File: src/char_lcd_nibble_sequencer_core_macros.svh
// Assertion helpers shared by the sequencer modules.
// Each expects clk and arst_n in scope.
`ifndef CHAR_LCD_NIBBLE_SEQUENCER_CORE_MACROS_SVH
`define CHAR_LCD_NIBBLE_SEQUENCER_CORE_MACROS_SVH

// same-cycle implication
`define LCDNS_ASSERT_NOW(lbl, ante, cons, msg) \
	lbl: assert property (@(posedge clk) disable iff (!arst_n) (ante) |-> (cons)) \
		else $error(msg);

// next-cycle implication
`define LCDNS_ASSERT_NEXT(lbl, ante, cons, msg) \
	lbl: assert property (@(posedge clk) disable iff (!arst_n) (ante) |=> (cons)) \
		else $error(msg);

`endif

File: src/lcdns_pkg.sv
package lcdns_pkg;

	typedef enum logic [3:0] {
		ACT_INIT    = 4'd0,
		ACT_CLEAR   = 4'd1,
		ACT_HOME    = 4'd2,
		ACT_CURSOR  = 4'd3,
		ACT_DATA    = 4'd4,
		ACT_COMMAND = 4'd5,
		ACT_CGRAM   = 4'd6,
		ACT_FLAG    = 4'd7,
		ACT_SCROLL  = 4'd8
	} action_t;

	typedef enum logic [2:0] {
		FLAG_DISPLAY    = 3'd0,
		FLAG_CURSOR     = 3'd1,
		FLAG_BLINK      = 3'd2,
		FLAG_LEFT_RIGHT = 3'd3,
		FLAG_AUTOSCROLL = 3'd4
	} flag_id_t;

	localparam logic [7:0] CMD_CLEAR       = 8'h01;
	localparam logic [7:0] CMD_HOME        = 8'h02;
	localparam logic [7:0] CMD_ENTRY_MODE  = 8'h04;
	localparam logic [7:0] CMD_DISP_CTRL   = 8'h08;
	localparam logic [7:0] CMD_SHIFT_LEFT  = 8'h18;
	localparam logic [7:0] CMD_SHIFT_RIGHT = 8'h1C;
	localparam logic [7:0] CMD_SET_CGRAM   = 8'h40;
	localparam logic [7:0] CMD_SET_DDRAM   = 8'h80;

	localparam logic [2:0] DISP_CTRL_INIT  = 3'b100;
	localparam logic [1:0] ENTRY_MODE_INIT = 2'b10;

	localparam int WAIT_W = 13;
	localparam int LEAD_W = 16;
	localparam logic [WAIT_W-1:0] SETTLE_US     = 13'd100;
	localparam logic [WAIT_W-1:0] WAKE_LONG_US  = 13'd4500;
	localparam logic [WAIT_W-1:0] WAKE_SHORT_US = 13'd150;
	localparam logic [WAIT_W-1:0] SLOW_CMD_US   = 13'd2000;
	localparam logic [LEAD_W-1:0] POWERUP_US    = 16'd50000;

	localparam int IDX_W = 4;
	localparam logic [IDX_W-1:0] INIT_LAST_IDX = 4'd11;
	localparam logic [IDX_W-1:0] INIT_CLEAR_LO = 4'd9;

	localparam int QUEUE_DEPTH = 2;

	typedef struct packed {
		logic       init;
		logic       rs;
		logic [7:0] code;
		logic       slow;
	} entry_t;

	// nibble sequence of the power-up routine
	function automatic logic [3:0] init_nibble(input logic [IDX_W-1:0] idx);
		logic [3:0] n;
		case (idx)
			4'd0, 4'd1, 4'd2: n = 4'h3;
			4'd3, 4'd4:       n = 4'h2;
			4'd5:             n = 4'h8;
			4'd6, 4'd8, 4'd10: n = 4'h0;
			4'd7:             n = 4'hC;
			4'd9:             n = 4'h1;
			4'd11:            n = 4'h6;
			default:          n = 4'h0;
		endcase
		return n;
	endfunction

	function automatic logic [WAIT_W-1:0] init_wait(input logic [IDX_W-1:0] idx);
		logic [WAIT_W-1:0] w;
		case (idx)
			4'd0, 4'd1:    w = SETTLE_US + WAKE_LONG_US;
			4'd2:          w = SETTLE_US + WAKE_SHORT_US;
			INIT_CLEAR_LO: w = SETTLE_US + SLOW_CMD_US;
			default:       w = SETTLE_US;
		endcase
		return w;
	endfunction

endpackage

File: src/lcdns_if.sv
interface lcdns_req_if;
	logic       valid;
	logic       ready;
	logic [3:0] action;
	logic [7:0] data_byte;
	logic [5:0] col;
	logic [1:0] row;
	logic [2:0] slot;
	logic [2:0] flag_id;
	logic       flag_value;
	logic       direction;

	modport source (
		output valid, action, data_byte, col, row, slot, flag_id, flag_value, direction,
		input  ready
	);
	modport sink (
		input  valid, action, data_byte, col, row, slot, flag_id, flag_value, direction,
		output ready
	);
endinterface

interface lcdns_res_if;
	logic        valid;
	logic        ready;
	logic        rs;
	logic [3:0]  nibble;
	logic [15:0] lead_wait_us;
	logic [12:0] wait_after_us;
	logic        last;

	modport source (
		output valid, rs, nibble, lead_wait_us, wait_after_us, last,
		input  ready
	);
	modport sink (
		input  valid, rs, nibble, lead_wait_us, wait_after_us, last,
		output ready
	);
endinterface

File: src/char_lcd_nibble_sequencer_core.sv
// Character display sequencer for a 4-bit parallel bus.
// req channel: one request per transfer (action plus its operands). Unknown
// actions and unknown flag ids are taken and produce nothing.
// res channel: one transfer per enable pulse: rs, nibble D7..D4, the power-up
// wait before the pulse, the idle time after it, and last on the final
// nibble of the request. Bytes go out high nibble first.
// The first nibble of a request goes through the queue and the output
// register before it is offered. Throughput: one nibble per cycle from the
// single output register while res.ready is high; byte requests give two
// nibbles, init twelve; a small queue takes requests while older ones go out.
// Display-control and entry-mode shadow bits are updated as requests are
// taken and persist between requests.
// Reset clears the shadows to zero, empties the queue and drops any pending
// nibble. When the receiver holds ready low the current nibble stays put,
// the queue fills and then req.ready drops.
module char_lcd_nibble_sequencer_core #(
	parameter int QUEUE_DEPTH = lcdns_pkg::QUEUE_DEPTH
) (
	input  logic        clk,
	input  logic        arst_n,
	lcdns_req_if.sink   req,
	lcdns_res_if.source res
);

	logic              fq_valid;
	logic              fq_ready;
	lcdns_pkg::entry_t fq_data;
	logic              bq_valid;
	logic              bq_pop;
	lcdns_pkg::entry_t bq_data;

	lcdns_front u_front (
		.clk     (clk),
		.arst_n  (arst_n),
		.req     (req),
		.q_valid (fq_valid),
		.q_ready (fq_ready),
		.q_data  (fq_data)
	);

	lcdns_fifo #(
		.DEPTH (QUEUE_DEPTH)
	) u_fifo (
		.clk       (clk),
		.arst_n    (arst_n),
		.in_valid  (fq_valid),
		.in_ready  (fq_ready),
		.in_data   (fq_data),
		.out_valid (bq_valid),
		.out_ready (bq_pop),
		.out_data  (bq_data)
	);

	lcdns_back u_back (
		.clk     (clk),
		.arst_n  (arst_n),
		.q_valid (bq_valid),
		.q_pop   (bq_pop),
		.q_data  (bq_data),
		.res     (res)
	);

endmodule

File: src/lcdns_front.sv
module lcdns_front (
	input  logic                clk,
	input  logic                arst_n,
	lcdns_req_if.sink           req,
	output logic                q_valid,
	input  logic                q_ready,
	output lcdns_pkg::entry_t   q_data
);

	logic [2:0] disp_q;
	logic [1:0] entry_q;
	logic [2:0] disp_d;
	logic [1:0] entry_d;
	logic       known;
	logic       push;

	always_comb begin
		q_data  = '0;
		known   = 1'b1;
		disp_d  = disp_q;
		entry_d = entry_q;
		case (req.action)
			lcdns_pkg::ACT_INIT: begin
				q_data.init = 1'b1;
				disp_d      = lcdns_pkg::DISP_CTRL_INIT;
				entry_d     = lcdns_pkg::ENTRY_MODE_INIT;
			end
			lcdns_pkg::ACT_CLEAR: begin
				q_data.code = lcdns_pkg::CMD_CLEAR;
				q_data.slow = 1'b1;
			end
			lcdns_pkg::ACT_HOME: begin
				q_data.code = lcdns_pkg::CMD_HOME;
				q_data.slow = 1'b1;
			end
			lcdns_pkg::ACT_CURSOR: begin
				// rows 1..3 all land on the second line
				q_data.code = lcdns_pkg::CMD_SET_DDRAM | {1'b0, (req.row != 2'd0), req.col};
			end
			lcdns_pkg::ACT_DATA: begin
				q_data.rs   = 1'b1;
				q_data.code = req.data_byte;
			end
			lcdns_pkg::ACT_COMMAND: begin
				q_data.code = req.data_byte;
			end
			lcdns_pkg::ACT_CGRAM: begin
				q_data.code = lcdns_pkg::CMD_SET_CGRAM | {2'b00, req.slot, 3'b000};
			end
			lcdns_pkg::ACT_FLAG: begin
				case (req.flag_id)
					lcdns_pkg::FLAG_DISPLAY:    disp_d[2]  = req.flag_value;
					lcdns_pkg::FLAG_CURSOR:     disp_d[1]  = req.flag_value;
					lcdns_pkg::FLAG_BLINK:      disp_d[0]  = req.flag_value;
					lcdns_pkg::FLAG_LEFT_RIGHT: entry_d[1] = req.flag_value;
					lcdns_pkg::FLAG_AUTOSCROLL: entry_d[0] = req.flag_value;
					default:                    known      = 1'b0;
				endcase
				if (req.flag_id inside {lcdns_pkg::FLAG_DISPLAY, lcdns_pkg::FLAG_CURSOR,
						lcdns_pkg::FLAG_BLINK}) begin
					q_data.code = lcdns_pkg::CMD_DISP_CTRL | {5'b00000, disp_d};
				end else begin
					q_data.code = lcdns_pkg::CMD_ENTRY_MODE | {6'b000000, entry_d};
				end
			end
			lcdns_pkg::ACT_SCROLL: begin
				q_data.code = req.direction ? lcdns_pkg::CMD_SHIFT_RIGHT
				                            : lcdns_pkg::CMD_SHIFT_LEFT;
			end
			default: known = 1'b0;
		endcase
	end

	// unknown requests are taken and dropped
	assign req.ready = q_ready;
	assign q_valid   = req.valid && known;
	assign push      = req.valid && q_ready && known;

	always_ff @(posedge clk or negedge arst_n) begin
		if (!arst_n) begin
			disp_q  <= '0;
			entry_q <= '0;
		end else if (push) begin
			disp_q  <= disp_d;
			entry_q <= entry_d;
		end
	end

endmodule

File: src/lcdns_fifo.sv
`include "char_lcd_nibble_sequencer_core_macros.svh"

module lcdns_fifo #(
	parameter int DEPTH = lcdns_pkg::QUEUE_DEPTH
) (
	input  logic              clk,
	input  logic              arst_n,
	input  logic              in_valid,
	output logic              in_ready,
	input  lcdns_pkg::entry_t in_data,
	output logic              out_valid,
	input  logic              out_ready,
	output lcdns_pkg::entry_t out_data
);

	localparam int PW = (DEPTH > 1) ? $clog2(DEPTH) : 1;
	localparam int CW = $clog2(DEPTH + 1);

	lcdns_pkg::entry_t mem_q [DEPTH];
	logic [PW-1:0]     wr_ptr_q;
	logic [PW-1:0]     rd_ptr_q;
	logic [CW-1:0]     count_q;
	logic              push;
	logic              pop;

	assign in_ready  = (count_q != CW'(DEPTH));
	assign out_valid = (count_q != '0);
	assign out_data  = mem_q[rd_ptr_q];
	assign push      = in_valid && in_ready;
	assign pop       = out_valid && out_ready;

	always_ff @(posedge clk) begin
		if (push) begin
			mem_q[wr_ptr_q] <= in_data;
		end
	end

	always_ff @(posedge clk or negedge arst_n) begin
		if (!arst_n) begin
			wr_ptr_q <= '0;
			rd_ptr_q <= '0;
			count_q  <= '0;
		end else begin
			if (push) begin
				wr_ptr_q <= (wr_ptr_q == PW'(DEPTH - 1)) ? '0 : wr_ptr_q + 1'b1;
			end
			if (pop) begin
				rd_ptr_q <= (rd_ptr_q == PW'(DEPTH - 1)) ? '0 : rd_ptr_q + 1'b1;
			end
			if (push && !pop) begin
				count_q <= count_q + 1'b1;
			end else if (pop && !push) begin
				count_q <= count_q - 1'b1;
			end
		end
	end

	`LCDNS_ASSERT_NEXT(a_push_shows, push && !pop, out_valid, "queue empty after a push")
	`LCDNS_ASSERT_NEXT(a_drain_empties, pop && !push && count_q == CW'(1), !out_valid, "queue not empty after draining its only entry")
	`LCDNS_ASSERT_NOW(a_count_range, 1'b1, count_q <= CW'(DEPTH), "queue count past its depth")

endmodule

File: src/lcdns_back.sv
`include "char_lcd_nibble_sequencer_core_macros.svh"

module lcdns_back (
	input  logic              clk,
	input  logic              arst_n,
	input  logic              q_valid,
	output logic              q_pop,
	input  lcdns_pkg::entry_t q_data,
	lcdns_res_if.source       res
);

	logic [lcdns_pkg::IDX_W-1:0]  idx_q;
	logic                         out_valid_q;
	logic                         rs_q;
	logic [3:0]                   nib_q;
	logic [lcdns_pkg::LEAD_W-1:0] lead_q;
	logic [lcdns_pkg::WAIT_W-1:0] after_q;
	logic                         last_q;

	logic                         ld;
	logic                         is_last;
	logic [3:0]                   nib_d;
	logic [lcdns_pkg::LEAD_W-1:0] lead_d;
	logic [lcdns_pkg::WAIT_W-1:0] after_d;

	always_comb begin
		if (q_data.init) begin
			nib_d   = lcdns_pkg::init_nibble(idx_q);
			after_d = lcdns_pkg::init_wait(idx_q);
			lead_d  = (idx_q == '0) ? lcdns_pkg::POWERUP_US : '0;
			is_last = (idx_q == lcdns_pkg::INIT_LAST_IDX);
		end else begin
			// high nibble first, slow commands wait after the low one
			nib_d   = idx_q[0] ? q_data.code[3:0] : q_data.code[7:4];
			after_d = (idx_q[0] && q_data.slow)
			          ? lcdns_pkg::SETTLE_US + lcdns_pkg::SLOW_CMD_US
			          : lcdns_pkg::SETTLE_US;
			lead_d  = '0;
			is_last = idx_q[0];
		end
	end

	assign ld    = q_valid && (!out_valid_q || res.ready);
	assign q_pop = ld && is_last;

	always_ff @(posedge clk or negedge arst_n) begin
		if (!arst_n) begin
			idx_q       <= '0;
			out_valid_q <= 1'b0;
		end else begin
			if (ld) begin
				idx_q <= is_last ? '0 : idx_q + 1'b1;
			end
			if (ld) begin
				out_valid_q <= 1'b1;
			end else if (res.ready) begin
				out_valid_q <= 1'b0;
			end
		end
	end

	always_ff @(posedge clk) begin
		if (ld) begin
			rs_q    <= q_data.rs;
			nib_q   <= nib_d;
			lead_q  <= lead_d;
			after_q <= after_d;
			last_q  <= is_last;
		end
	end

	assign res.valid         = out_valid_q;
	assign res.rs            = rs_q;
	assign res.nibble        = nib_q;
	assign res.lead_wait_us  = lead_q;
	assign res.wait_after_us = after_q;
	assign res.last          = last_q;

	`LCDNS_ASSERT_NOW(a_byte_idx, q_valid && !q_data.init, idx_q <= lcdns_pkg::IDX_W'(1), "byte entry index past its low nibble")
	`LCDNS_ASSERT_NEXT(a_entry_held, ld && !is_last, q_valid, "entry left the queue before its last nibble")
	`LCDNS_ASSERT_NOW(a_lead_first, ld && lead_d != '0, idx_q == '0, "power-up wait on a later nibble")

endmodule

File: src/flat_wrapper.sv
// flat-port wrapper written by rule: the top's interface ports become plain ports
module char_lcd_nibble_sequencer_core_flat 
#(
	parameter int QUEUE_DEPTH = lcdns_pkg::QUEUE_DEPTH
)
  (clk, arst_n, req_valid, req_action, req_data_byte, req_col, req_row, req_slot, req_flag_id, req_flag_value, req_direction, req_ready, res_valid, res_rs, res_nibble, res_lead_wait_us, res_wait_after_us, res_last, res_ready);
  lcdns_req_if req_i ();
  lcdns_res_if res_i ();
  input  logic clk;
  input  logic arst_n;
  input wire logic [$bits(req_i.valid)-1:0] req_valid;
  input wire logic [$bits(req_i.action)-1:0] req_action;
  input wire logic [$bits(req_i.data_byte)-1:0] req_data_byte;
  input wire logic [$bits(req_i.col)-1:0] req_col;
  input wire logic [$bits(req_i.row)-1:0] req_row;
  input wire logic [$bits(req_i.slot)-1:0] req_slot;
  input wire logic [$bits(req_i.flag_id)-1:0] req_flag_id;
  input wire logic [$bits(req_i.flag_value)-1:0] req_flag_value;
  input wire logic [$bits(req_i.direction)-1:0] req_direction;
  output wire logic [$bits(req_i.ready)-1:0] req_ready;
  output wire logic [$bits(res_i.valid)-1:0] res_valid;
  output wire logic [$bits(res_i.rs)-1:0] res_rs;
  output wire logic [$bits(res_i.nibble)-1:0] res_nibble;
  output wire logic [$bits(res_i.lead_wait_us)-1:0] res_lead_wait_us;
  output wire logic [$bits(res_i.wait_after_us)-1:0] res_wait_after_us;
  output wire logic [$bits(res_i.last)-1:0] res_last;
  input wire logic [$bits(res_i.ready)-1:0] res_ready;
  assign req_i.valid = req_valid;
  assign req_i.action = req_action;
  assign req_i.data_byte = req_data_byte;
  assign req_i.col = req_col;
  assign req_i.row = req_row;
  assign req_i.slot = req_slot;
  assign req_i.flag_id = req_flag_id;
  assign req_i.flag_value = req_flag_value;
  assign req_i.direction = req_direction;
  assign req_ready = req_i.ready;
  assign res_valid = res_i.valid;
  assign res_rs = res_i.rs;
  assign res_nibble = res_i.nibble;
  assign res_lead_wait_us = res_i.lead_wait_us;
  assign res_wait_after_us = res_i.wait_after_us;
  assign res_last = res_i.last;
  assign res_i.ready = res_ready;
  char_lcd_nibble_sequencer_core #(.QUEUE_DEPTH(QUEUE_DEPTH)) u_core (.clk(clk), .arst_n(arst_n), .req(req_i), .res(res_i));
endmodule
File: config.mk
export PLATFORM = sky130hd
export DESIGN_NAME = char_lcd_nibble_sequencer_core_flat
export DESIGN_NICKNAME = d
export VERILOG_FILES = /design/src/lcdns_pkg.sv /design/src/lcdns_if.sv /design/src/char_lcd_nibble_sequencer_core.sv /design/src/lcdns_front.sv /design/src/lcdns_fifo.sv /design/src/lcdns_back.sv /design/src/flat_wrapper.sv
export VERILOG_INCLUDE_DIRS = /design/src /design/src/src
export SDC_FILE = /design/constraint.sdc
export NUM_CORES = 1
export LEC_CHECK = 0
export ABC_CLOCK_PERIOD_IN_PS = 2200
export BUFFER_PORTS_ARGS = -buffer_cell sky130_fd_sc_hd__buf_4
export CAP_MARGIN = 15
export CELL_PAD_IN_SITES_DETAIL_PLACEMENT = 0
export CELL_PAD_IN_SITES_GLOBAL_PLACEMENT = 2
export CORE_ASPECT_RATIO = 0.6
export CORE_MARGIN = 5
export CORE_UTILIZATION = 31
export CTS_CLUSTER_DIAMETER = 80
export DETAILED_ROUTE_END_ITERATION = 16
export GPL_ROUTABILITY_DRIVEN = 0
export GPL_TIMING_DRIVEN = 0
export HOLD_SLACK_MARGIN = 0.03
export PLACE_DENSITY = 0.85
export SKIP_LAST_GASP = 1
export SYNTH_ARGS = -nofsm -noshare
export SYNTH_HDL_FRONTEND = slang
export SYNTH_SLANG_ARGS = --single-unit
File: constraint.sdc
create_clock -name clk -period 2.2 [get_ports clk]
set_input_delay 0.11 -clock clk [delete_from_list [all_inputs] [get_ports clk]]
set_output_delay 0.11 -clock clk [all_outputs]
set_load 0.03 [all_outputs]
======== After elaboration in Yosys (flattened, before gate mapping) ========
Memories as Yosys holds them, arrays and structs flattened.
Cells that the tools add are included.
storage, ports and cells
  bits in writable memories ............... 22
  register bits ........................... 49
  output and inout port bits .............. 37
  memories ................................ 2
  memory bits (read-only) ................. 64
operators by class
  equality and inequality tests ........... 17
  reductions and logical operators ........ 29
  multiplexer cells ....................... 31
  add/sub/neg operators ................... 5
memory list
  name                 depth  width  read ports  clocked after Yosys merged registers in  wr ports  RTL line          source
  (no name shown)      16     4      1           0                                        0         lcdns_pkg.sv:59   case (idx)
  u_core.u_fifo.mem_q  2      11     1           0                                        1         lcdns_fifo.sv:19  lcdns_pkg::entry_t mem_q [DEPTH];
operators by type and width
  kind                   number
  $pmux W8 S7            1
  $pmux W13 S3           1
  $eq A4 B3 Y1 const B   4
  $mux W1                16
  $mux W16               1
  $mux W4                4
  $mux W13               1
  $eq A4 B2 Y1 const B   3
  $eq A4 B4 Y1 const B   3
  $mux W12               1
  $logic_and A1 B1 Y1    10
  $reduce_bool A2 Y1     5
  $eq A4 B1 Y1 const B   2
  $logic_not A4 Y1       2
  $reduce_or A8 Y1       1
  $eq A3 B2 Y1 const B   2
  $pmux W3 S2            1
  $reduce_or A2 Y1       3
  $reduce_or A5 Y1       1
  $add A4 B1 Y4 const B  1
  $mux W2                2
  $pmux W2 S2            1
  $eq A3 B1 Y1 const B   1
  $eq A3 B3 Y1 const B   1
  11 further kinds       14

======== Longest topological paths before layout ========
  word-level depth ........................ 10
  mapped depth ............................ 8
  depth with buffers taken out ............ 8

======== Hierarchy ========
From an unflattened synthesis, not the netlist that was laid out.
second synthesis, totals
  cell total of the unflattened synthesis .. 251
  area total of the unflattened synthesis .. 2,857.7 um2
modules (own cells, without submodules)
  module       seq. area each (um2)  area an instance (um2)  cells each  instances
  lcdns_back   545.5                 1,112.3                 102         1
  lcdns_fifo   760.7                 1,003.5                 52          1
  lcdns_front  125.1                 742.0                   97          1

======== Worst setup path after synthesis ========
Ideal clock, no wire load.
  path type ............................... reg2reg
  start ................................... register u_core.u_back.out_valid_q, in the netlist u_core.u_back.res.valid
  end ..................................... register u_core.u_fifo.count_q[1]
  path slack .............................. -174 ps
  stages on the path, launching flop included .. 8
  arrival ................................. 2,295 ps
  path buffers ............................ 0
  setup time .............................. 79 ps
  data required time ...................... 2,121 ps
  clock period less this slack ............ 2,374 ps
  path through ............................ dfrtp_1 > nor2b_1 > nor2_1 > nand2_2 > ha_1 > xor2_1 > nor2_1 > xor2_1
on the way
  cells in the longest elaborated chain, start to end .. 8
  elaborated cells on any way between the ends .. 10
  classes of those cells .................. mux (1); reduce/logical (9)
ends and longest elaborated chain
  what                                                  RTL line          source
  from (decl)                                           lcdns_back.sv:13  logic out_valid_q;
  from (signal assigned)                                lcdns_back.sv:49  out_valid_q <= 1'b0;
  from (signal assigned)                                lcdns_back.sv:55  out_valid_q <= 1'b1;
  from (signal assigned)                                lcdns_back.sv:57  out_valid_q <= 1'b0;
  $logic_not A1 Y1 (*)                                  lcdns_back.sv:43  assign ld = q_valid && (!out_valid_q || res.ready);
  $logic_or A1 B1 Y1 (*)                                lcdns_back.sv:43
  $logic_and A1 B1 Y1 (*)                               lcdns_back.sv:43
  via u_core.u_back.ld                                  lcdns_back.sv:20  logic ld;
  $logic_and A1 B1 Y1 (*)                               lcdns_back.sv:44  assign q_pop = ld && is_last;
  $logic_and A1 B1 Y1 (*)                               lcdns_fifo.sv:30  assign pop = out_valid && out_ready;
  $logic_not A1 Y1                                      lcdns_fifo.sv:50  if (push && !pop) begin
  $logic_and A1 B1 Y1                                   lcdns_fifo.sv:50
  $mux W2 / $reduce_bool A2 Y1 (equally long branches)  -
  to (signal assigned)                                  lcdns_fifo.sv:51  count_q <= count_q + 1'b1;
  to (signal assigned)                                  lcdns_fifo.sv:53  count_q <= count_q - 1'b1;
  to (decl)                                             lcdns_fifo.sv:22  logic [CW-1:0] count_q;
Mark *: on every way through the listed nets, which the timed path passes. The rest lies on a longest branch.
A chain may end at the register's enable or synchronous reset.

======== Worst setup path in the final report ========
  start ................................... register u_core.u_fifo.rd_ptr_q
  end ..................................... register u_core.u_fifo.count_q[1]
on the way
  cells in the longest elaborated chain, start to end .. 7
  elaborated cells on any way between the ends .. 9
  classes of those cells .................. mux (2); reduce/logical (6); memory (1)
ends and longest elaborated chain
  what                                                  RTL line          source
  from (decl)                                           lcdns_fifo.sv:21  logic [PW-1:0] rd_ptr_q;
  from (signal assigned)                                lcdns_fifo.sv:48  rd_ptr_q <= (rd_ptr_q == PW'(DEPTH - 1)) ? '0 : rd_ptr_q + 1'b1;
  $mem_v2 Z2 W11 (*)                                    -
  $mux W1 (*)                                           lcdns_back.sv:27  if (q_data.init) begin
  via u_core.u_back.is_last                             lcdns_back.sv:21  logic is_last;
  $logic_and A1 B1 Y1 (*)                               lcdns_back.sv:44
  $logic_and A1 B1 Y1 (*)                               lcdns_fifo.sv:30
  $logic_not A1 Y1                                      lcdns_fifo.sv:50
  $logic_and A1 B1 Y1                                   lcdns_fifo.sv:50
  $mux W2 / $reduce_bool A2 Y1 (equally long branches)  -
Marked as above.

==> impl_metrics.tcl <==
set metrics [dict create \
    status "finished, final reports clean" \
    cts_made_buffers 5 \
    diodes 0 \
    ys_seq_elements 50 \
    worstSetupPathType "flop to flop" \
    timing.final.crit_share_pct 93.0 \
    clkPwrFrac_pct 19.2 \
    clock_path_buffers 2 \
    hold-path-endpoint "u_core.u_back.res.valid" \
    critPathRequiredTime_ps 2420 \
    rsz0062_at_grt "false" \
    slew_viol_final 0 \
    cts_root_buffer "clkbuf_16" \
    combinationalPowerShare_pct 45.3 \
    min_path_type "input port to flop" \
    dp.final_hpwl_mm 4.80 \
    avgViaCountPerCell 4.68 \
    min_from "res_ready" \
    crit_family "multiplexers" \
    ys_types 51 \
    dieArea_mm2 0.0111 \
    grt_pass1_wl_mm 9.91 \
    syn_area_per_cell_um2 11.6 \
    wire_per_inst_um 14.2 \
    fin_skew_ps 4.28 \
    reg2reg_from "u_core.u_fifo.rd_ptr_q" \
    netlist_area_mm2 0.00279 \
    final_nets 355 \
    vias 2004 \
    routed_wl_mm 6.10 \
    grt_pass1_vias 1957 \
    tritoncts "done" \
    grt_max_degree 23 \
    slowest_delay_ps 360 \
    worstReg2RegEnd "u_core.u_fifo.count_q[1]" \
    cts.clk_slew.worst_paths_ps 70 \
    ys.flop_type "edfxtp_1" \
    post-synth-top-area-fraction_pct 38.8 \
    rows 26 \
    placed_cells 419 \
    cp-end-kind "flop" \
    reg2reg_slack_ps 150 \
    ir_worst_vdd_v 0.000439 \
    area_growth_syn_to_layout_pct 27.5 \
    ios 69 \
    start_util_pct 32.2 \
    whs_ps 65.4 \
    synthArstFlopShare_pct 28.0 \
    synth-edff-count 36 \
    gr-total-overflow 0 \
    syn_inst 241 \
    finalSetupViolCount 0 \
    holdPathStages 3 \
    drtIter0Drc 105 \
    power_density_mw_per_mm2 1170 \
    ys_top_cells_by_area "edfxtp_1 (39%), dfrtp_1 (13%), buf_4 (5.9%)" \
    seq_power_share_pct 35.5 \
    p_sw_share_pct 38.5 \
    reg2reg_depth 8 \
    internal-power_w 0.00256 \
    hold_viol 0 \
    grt.total_usage_pct 11.1 \
    drive_gt1_share_pct 33.9 \
    htree_num_levels 2 \
    core_area_mm2 0.00865 \
    detail-route-antenna-nets 0 \
    cts.sinks 50 \
    fin_cells 428 \
    maxSlewHeadroom_pct 59.4 \
    min_period_ps 2050 \
    fillers 844 \
    p_sw_w 0.00160 \
    drv_cap 0 \
    clkLatencyLatePin_ps 290 \
    drc_errors 0 \
    die_w_um 132 \
    critical_path.cell_chain "buf_4 -> mux2i_4 -> mux2i_4 -> nand2_2 -> ha_1 -> xor2_1 -> nor2_1 -> xor2_1" \
    cp_slowest_cell "mux2i_4" \
    antenna_found_initial 0 \
    crit_fanout 8 \
    critPathBufInv 1 \
    port_buffers 54 \
    start_kind "flop" \
    dieHeight_um 83.5 \
    worst_slew_pin_slew_ps 607 \
    p_total_w 0.00416 \
    critPathArrivalTime_ps 2260 \
    dr.pass1.iters 4 \
    yosys_warnings 0 \
    ys_seq_area_share_pct 51.3 \
    p_leak_nw 1.49 \
    synth_top_area_cell "edfxtp_1" \
    fmax_mhz 489 \
]
[how the worst max path moves through the flow]
stage | from | endpoint | slack (ps) | depth (start not counted)
2_1_floorplan | u_core.u_back.res.valid | u_core.u_fifo.count_q[1] | 150 | 7
3_3_place_gp | u_core.u_back.res.valid | u_core.u_fifo.count_q[1] | 7 | 7
3_5_place_dp | u_core.u_back.res.valid | u_core.u_fifo.count_q[1] | -30 | 7
4_1_cts | u_core.u_back.idx_q[0] | u_core.u_fifo.count_q[1] | 100 | 8
5_1_grt | u_core.u_fifo.rd_ptr_q | u_core.u_fifo.count_q[1] | 20 | 8
6_report | u_core.u_fifo.rd_ptr_q | u_core.u_fifo.count_q[1] | 150 | 8
[layer usage]
layer  track usage [%]  part of all wire [%]  vias to the layer above
met1              16.1                    49                      949
li1                  -                     -                      995
met5                 0                     0                        -
met4              2.26                  0.62                        0
met2              16.0                    43                       55
met3              3.86                   7.5                        5
[synthesized netlist by cell type (4+ instances only)]
cell      count
edfxtp_1     36
buf_4        22
nand2_1      15
dfrtp_1      14
nor2_1       12
a21oi_1      11
inv_1        10
ha_1          8
buf_2         6
a22oi_1       5
mux2i_1       5
nand2b_1      5
nor2b_1       5
o21ai_0       5
o31ai_1       5
xnor2_1       5
clkbuf_1      4
mux2_2        4
mux4_2        4
nor3_1        4
xor2_1        4
[sequential cells by signal (all words and copies together) (netlist names)]
register and cells:
u_core.u_back.res.wait_after_us 7, u_core.u_back.res.rs 1, u_core.u_back.res.nibble 4, u_core.u_fifo.rd_ptr_q 1, u_core.u_back.res.valid 1, u_core.u_front.disp_q 3
u_core.u_fifo.mem_q 22, u_core.u_front.entry_q 2, u_core.u_fifo.wr_ptr_q 1, u_core.u_back.res.last 1, u_core.u_back.res.lead_wait_us 1, u_core.u_back.idx_q 4
u_core.u_fifo.count_q 2
[layout by cell type (no fill, tap or decap), types with 2 or more instances in the layout]
master	count
nor3_1	4
xor2_1	4
buf_1	2
buf_4	76
xnor2_1	5
o22ai_1	3
nand3_1	3
nor3b_1	3
nand2b_1	5
o21bai_1	2
a22o_1	2
nand2_1	15
nand3b_1	3
o2bb2ai_1	3
mux2i_4	2
inv_1	10
edfxtp_1	36
and2_1	3
a21oi_1	11
o21ai_0	5
nor2b_1	4
and4b_1	2
conb_1	14
o31ai_1	5
clkbuf_16	5
mux4_2	4
mux2i_1	5
dfrtp_1	14
a22oi_1	5
ha_1	8
o21a_1	2
nand4_1	2
nor2_1	11
buf_2	6
clkbuf_1	3
mux2_2	4
a211oi_1	3
[repair_timing]
action / in CTS / in global routing
setup endpoints to repair: 12 / 1
hold buffers: 1 / 0
gates resized for setup: 2 / 2
setup buffers: 0 / 0
endpoints found under the hold margin: 14 / 0
[area by class of cell]
class                           count  area [um2]  share of cell area (%)
Clock buffer                        5         125                    3.52
Sequential cell                    50        1430                    40.3
Multi-Input combinational cell    159        1160                    32.5
Tap cell                          112         140                    3.94
Inverter                           10        37.5                    1.06
Clock inverter                      3        28.8                   0.810
Timing Repair Buffer               55         415                    11.7
Buffer                             34         219                    6.16
[worst register-to-register path, cell delays in order, from the launching register on]
cell	delay [ps]
dfrtp_1	320
buf_4	200
mux2i_4	350
mux2i_4	360
nand2_2	100
ha_1	220
xor2_1	140
nor2_1	110
xor2_1	160
[per-stage QoR]
step	worst slack, ps	utilization (%)	area, um2	TNS, ps
4_1_cts	104	41.0	3550	0
3_3_place_gp	7.09	39.1	3380	0
5_1_grt	18.4	41.1	3550	0
3_5_place_dp	-29.0	39.1	3380	-326
2_1_floorplan	154	-	2840	0
6_report	153	41.1	3550	0
[logic make-up after synthesis]
family	after synthesis	synth area share, %
fa+ha+maj	8	3.59
xor+xnor	9	2.83
flops	50	51.3
simple gates	63	12.3
other cells	2	0.269
compound gates	50	12.3
mux	15	8.26
buf+inv	44	9.16
[power by group through the flow]
stage	logic (W)	clock network (W)	registers, W
2_1_floorplan	0.00106	0	0.00174
6_report	0.00188	0.000800	0.00148
3_5_place_dp	0.00189	0	0.00150
3_3_place_gp	0.00187	0	0.00149
5_1_grt	0.00204	0.000869	0.00151
4_1_cts	0.00191	0.000829	0.00148
(Power assumes the default switching activity.)
